<file path="config.mk">
export PLATFORM = sky130hd
export DESIGN_NAME = dssm_ram
export DESIGN_NICKNAME = d
export VERILOG_FILES = /design/src/rtl/dual_stack_shared_memory_assert.svh /design/src/rtl/dssm_ram.sv
export SDC_FILE = /design/constraint.sdc
export NUM_CORES = 1
export LEC_CHECK = 0
export ABC_AREA = 1
export BUFFER_PORTS_ARGS = -buffer_cell sky130_fd_sc_hd__buf_4
export CAP_MARGIN = 20
export CORE_UTILIZATION = 25
export DETAILED_ROUTE_END_ITERATION = 12
export PLACE_DENSITY_LB_ADDON = 0.1
export SYNTH_ARGS = -nofsm -noshare
export SYNTH_HDL_FRONTEND = slang
export SYNTH_SLANG_ARGS = --single-unit
</file>
<file path="constraint.sdc">
create_clock -name clk -period 2.5 [get_ports clk]
set_input_delay 0.25 -clock clk [delete_from_list [all_inputs] [get_ports clk]]
set_output_delay 0.25 -clock clk [all_outputs]
set_load 0.02 [all_outputs]
</file>
<file path="src/rtl/dual_stack_shared_memory_assert.svh">
// ----------------------------------------------------------------------------
// dual_stack_shared_memory_assert.svh
// Assertion macros for the dual stack block; empty for synthesis.
// ----------------------------------------------------------------------------
`ifndef DUAL_STACK_SHARED_MEMORY_ASSERT_SVH
`define DUAL_STACK_SHARED_MEMORY_ASSERT_SVH

`ifndef SYNTHESIS
// same-cycle implication, clocked on clk, quiet in reset
`define DSSM_ASSERT_IMP(lbl, ante, cons, msg) \
  lbl: assert property (@(posedge clk) disable iff (rst) (ante) |-> (cons)) \
    else $error(msg);
// next-cycle implication
`define DSSM_ASSERT_NEXT(lbl, ante, cons, msg) \
  lbl: assert property (@(posedge clk) disable iff (rst) (ante) |=> (cons)) \
    else $error(msg);
`else
`define DSSM_ASSERT_IMP(lbl, ante, cons, msg)
`define DSSM_ASSERT_NEXT(lbl, ante, cons, msg)
`endif

`endif

</file>
<file path="src/rtl/dssm_ram.sv">
// ----------------------------------------------------------------------------
// dssm_ram
// Simple dual-port synchronous RAM, one write and one registered read port.
// ----------------------------------------------------------------------------
module dssm_ram #(
  parameter int WIDTH = 32,
  parameter int WORDS = 32,
  parameter int AW    = 5
) (
  input  logic             clk,
  input  logic             we,
  input  logic [AW-1:0]    waddr,
  input  logic [WIDTH-1:0] wdata,
  input  logic             re,
  input  logic [AW-1:0]    raddr,
  output logic [WIDTH-1:0] rdata
);

  logic [WIDTH-1:0] mem [WORDS];

  always_ff @(posedge clk) begin
    if (we) begin
      mem[waddr] <= wdata;
    end
  end

  // read data holds until the next read
  always_ff @(posedge clk) begin
    if (re) begin
      rdata <= mem[raddr];
    end
  end

endmodule

</file>
==> metrics.txt <==
# TYPE chip_impl_metric gauge
chip_impl_metric{name="worst_setup_hold_path_clk_slew",unit="ns"} 0.06
chip_impl_metric{name="cts_max_level",unit=""} 3
chip_impl_metric{name="grt_first_pass_wirelength",unit="um"} 209000
chip_impl_metric{name="tightestPinTransition",unit="ns"} 0.890
chip_impl_metric{name="gr-usage-met3",unit="%"} 1.96
chip_impl_metric{name="detailedPlacementHpwl",unit="um"} 77100
chip_impl_metric{name="boundaryPins",unit=""} 77
chip_impl_info{name="tritoncts",value="built"} 1
chip_impl_metric{name="syn-instance-count",unit=""} 3536
chip_impl_metric{name="cts_repair_resize_count",unit=""} 0
chip_impl_metric{name="tcrit_tclk_final",unit="%"} 73.5
chip_impl_metric{name="clockBufferDepth",unit=""} 3
chip_impl_metric{name="post_layout_nonfiller_instances",unit=""} 6002
chip_impl_metric{name="switching_portion_of_total_power",unit="%"} 23.5
chip_impl_metric{name="drive_above_1_share",unit="%"} 10.7
chip_impl_metric{name="ir_worst_vdd",unit="mV"} 0.484
chip_impl_metric{name="leakagePower",unit="nW"} 18.2
chip_impl_metric{name="grt_antenna_before_repair",unit=""} 2
chip_impl_metric{name="place_congestion",unit=""} 0.707
chip_impl_metric{name="final_max_slew_viol_count",unit=""} 0
chip_impl_metric{name="route.antenna.remaining_nets",unit=""} 0
chip_impl_metric{name="switchingPower",unit="W"} 0.00925
chip_impl_metric{name="finalSetupViolations",unit=""} 0
chip_impl_metric{name="power_frac_seq",unit="%"} 50.3
chip_impl_metric{name="post_drt_wl_per_cell",unit="um"} 24.6
chip_impl_metric{name="cap_violations",unit=""} 0
chip_impl_metric{name="final-hold-violation-count",unit=""} 0
chip_impl_info{name="worst_setup_path_start_kind",value="register"} 1
chip_impl_metric{name="relSlewSlack",unit="%"} 40.7
chip_impl_metric{name="detail_route.vias_per_cell",unit=""} 4.49
chip_impl_metric{name="synth_seq_area_share",unit="%"} 74.2
chip_impl_metric{name="synth.distinct_cells",unit=""} 13
chip_impl_metric{name="crit_path_max_fanout",unit=""} 1
chip_impl_metric{name="achievable-frequency",unit="MHz"} 544
chip_impl_metric{name="drc_errors",unit=""} 0
chip_impl_metric{name="post_synth.cell_area_avg",unit="sq um"} 12.1
chip_impl_metric{name="total_routed_wirelength",unit="um"} 147000
chip_impl_metric{name="chipHeight",unit="um"} 415
chip_impl_metric{name="p_int",unit="W"} 0.0302
chip_impl_info{name="top_usage_layer",value="met2"} 1
chip_impl_metric{name="grt_pass1_vias",unit=""} 27000
chip_impl_info{name="cp_top_family",value="flip-flops"} 1
chip_impl_metric{name="chipWidth",unit="um"} 415
chip_impl_metric{name="post-place-cells",unit=""} 5751
chip_impl_metric{name="clock_insertion_delay_worst_skew",unit="ns"} 0.73
chip_impl_metric{name="ys.warnings.count",unit=""} 0
chip_impl_info{name="crit_type",value="register to primary output"} 1
chip_impl_metric{name="worstPathRequired",unit="ns"} 2.25
chip_impl_metric{name="grt_start_max_net_pins",unit=""} 110
chip_impl_metric{name="post_cts_setup_driven_buffer_insertion_count",unit=""} 0
chip_impl_metric{name="cts.hold.buffers_added",unit=""} 32
chip_impl_metric{name="clockPowerShare",unit="%"} 43.1
chip_impl_metric{name="placement_rows",unit=""} 151
chip_impl_metric{name="areaGrowthSynthToFinish",unit="%"} 19.1
chip_impl_metric{name="power_per_cell_area",unit="mW/mm^2"} 775
chip_impl_metric{name="grt_overflow_total",unit=""} 0
chip_impl_metric{name="cp_data_arrival_time",unit="ns"} 1.59
chip_impl_metric{name="period_needed",unit="ns"} 1.84
chip_impl_metric{name="totalNegativeSetupSlack",unit="ns"} 0
chip_impl_metric{name="layout.nets",unit=""} 3731
chip_impl_metric{name="worst_clock_skew",unit="ns"} 0.0402
chip_impl_info{name="worstSetupEndpointType",value="primary output"} 1
chip_impl_metric{name="initial_util",unit="%"} 25.2
chip_impl_metric{name="max_stage_delay",unit="ns"} 0.62
chip_impl_metric{name="io_buffer_count",unit=""} 76
chip_impl_metric{name="pwr-share-comb",unit="%"} 6.5
chip_impl_info{name="hold_class",value="primary input to register"} 1
chip_impl_metric{name="core_area",unit="sq mm"} 0.169
chip_impl_info{name="rsz0062_at_grt",value="false"} 1
chip_impl_metric{name="critPathBufInv",unit=""} 1
chip_impl_metric{name="cts_buffers",unit=""} 119
chip_impl_info{name="outcome",value="completed"} 1
chip_impl_metric{name="total_via_count_in_the_routed_design",unit=""} 27000
chip_impl_info{name="cpMaxStageDelayCell",value="edfxtp_1"} 1
chip_impl_metric{name="cts_num_sinks",unit=""} 1056
chip_impl_metric{name="fp.dieArea",unit="sq mm"} 0.173
chip_impl_info{name="critical_path.cell_chain",value="buf_4"} 1
chip_impl_metric{name="postSynthNetCount",unit=""} 3581
chip_impl_metric{name="syn-cell-area",unit="sq mm"} 0.0427
chip_impl_metric{name="detail_route.first_pass.iterations",unit=""} 5
chip_impl_metric{name="initialDrtViolationCount",unit=""} 1732
chip_impl_info{name="cell_at_the_root_of_the_clock_tree",value="clkbuf_16"} 1
chip_impl_metric{name="grt_use_total",unit="%"} 16.9
chip_impl_metric{name="global_route.usage.met2",unit="%"} 28.8
chip_impl_metric{name="postLayoutCoreUtil",unit="%"} 30.0
chip_impl_metric{name="final.fill_count",unit=""} 17100
chip_impl_metric{name="synth.ff_latch_count",unit=""} 1056
chip_impl_metric{name="globalRouteMet1Util",unit="%"} 22.4
## final cells by class
| class | count | area [sq um] | share of cell area (%) |
|---|---|---|---|
| clock buffer | 150 | 3160 | 6.21 |
| timing repair buffer | 247 | 2920 | 5.73 |
| inverter | 10 | 78.8 | 0.155 |
| antenna | 1 | 2.50 | 0.00492 |
| multi-input combinational | 2252 | 9670 | 19.0 |
| clock inverter | 68 | 556 | 1.09 |
| tap | 2218 | 2780 | 5.46 |
| sequential | 1056 | 31700 | 62.3 |
## registers in the layout, summed over array words and instances (netlist names)
register and count:
rdata 32, mem 1024
## worst paths after layout
path,from,endpoint,slack [ns],depth (start not counted)
min,raddr[3],rdata[7],0.13,5
max,rdata[18],rdata[18],0.66,1
min reg2reg,mem[10][31],rdata[31],0.82,8
max reg2reg,mem[9][25],rdata[25],1.15,8
## stage by stage
stage          power, W  hold slack, ns  worst slack [ns]  cell area, sq um
2_1_floorplan    0.0216           0.349             0.174             42700
3_3_place_gp     0.0229           0.684             0.407             46800
3_5_place_dp     0.0228           0.681             0.395             46800
4_1_cts          0.0400          0.0531             0.539             50900
5_1_grt          0.0408           0.144             0.592             50900
6_report         0.0394           0.130             0.662             50900
## Yosys cell counts
| cell type | instances | area (sq um) |
|---|---|---|
| nand2_1 | 1440 | 5410 |
| edfxtp_1 | 1056 | 31700 |
| nand3_1 | 780 | 3900 |
| buf_2 | 83 | 415 |
| buf_6 | 66 | 743 |
| nor2_1 | 32 | 120 |
| buf_4 | 24 | 180 |
| clkbuf_1 | 24 | 90.1 |
| buf_1 | 18 | 67.6 |
| inv_1 | 7 | 26.3 |
| buf_8 | 3 | 45.0 |
| inv_2 | 2 | 7.51 |
| inv_8 | 1 | 11.3 |
## per-layer routing
layer	up-vias	part of all wire (%)	wire [um]
met5	-	0.0088	13
met4	2	2.5	3710
met3	165	2.9	4300
met2	405	49	72500
met1	13700	45	66900
li1	12700	-	-
## cell usage in the layout, fill, tap and decap left out
cell type         n
inv_8             1
nor2_4           32
clkinvlp_4        1
clkinv_1         36
clkbuf_1         28
nand3_1         780
buf_6             1
clkinv_16         3
buf_12           77
inv_6             3
inv_4             1
inv_2             1
dlygate4sd3_1    32
edfxtp_1       1056
clkbuf_16       122
bufinv_16         8
buf_4           135
clkinv_2         19
inv_1             5
buf_8             2
diode_2           1
nand2_1        1440
## worst min-delay path: stages
cell and delay [ns]:
buf_4 0.26, nand2_1 0.09, nand2_1 0.05, nand2_1 0.05, nand2_1 0.05
## cells by family after synthesis
| group | synth area share, % |
|---|---|
| buf+inv | 3.71 |
| flops | 74.2 |
| simple gates | 22.1 |
## power groups by stage
stage                     Sequential (W)  Clock (W)  Combinational, W
after floorplan                   0.0202          0           0.00135
after global placement            0.0202          0           0.00263
after detailed placement          0.0202          0           0.00261
after CTS                         0.0199     0.0175           0.00267
after global routing              0.0199     0.0181           0.00287
final                             0.0199     0.0170           0.00258
Power figures use the tool's default switching activity.
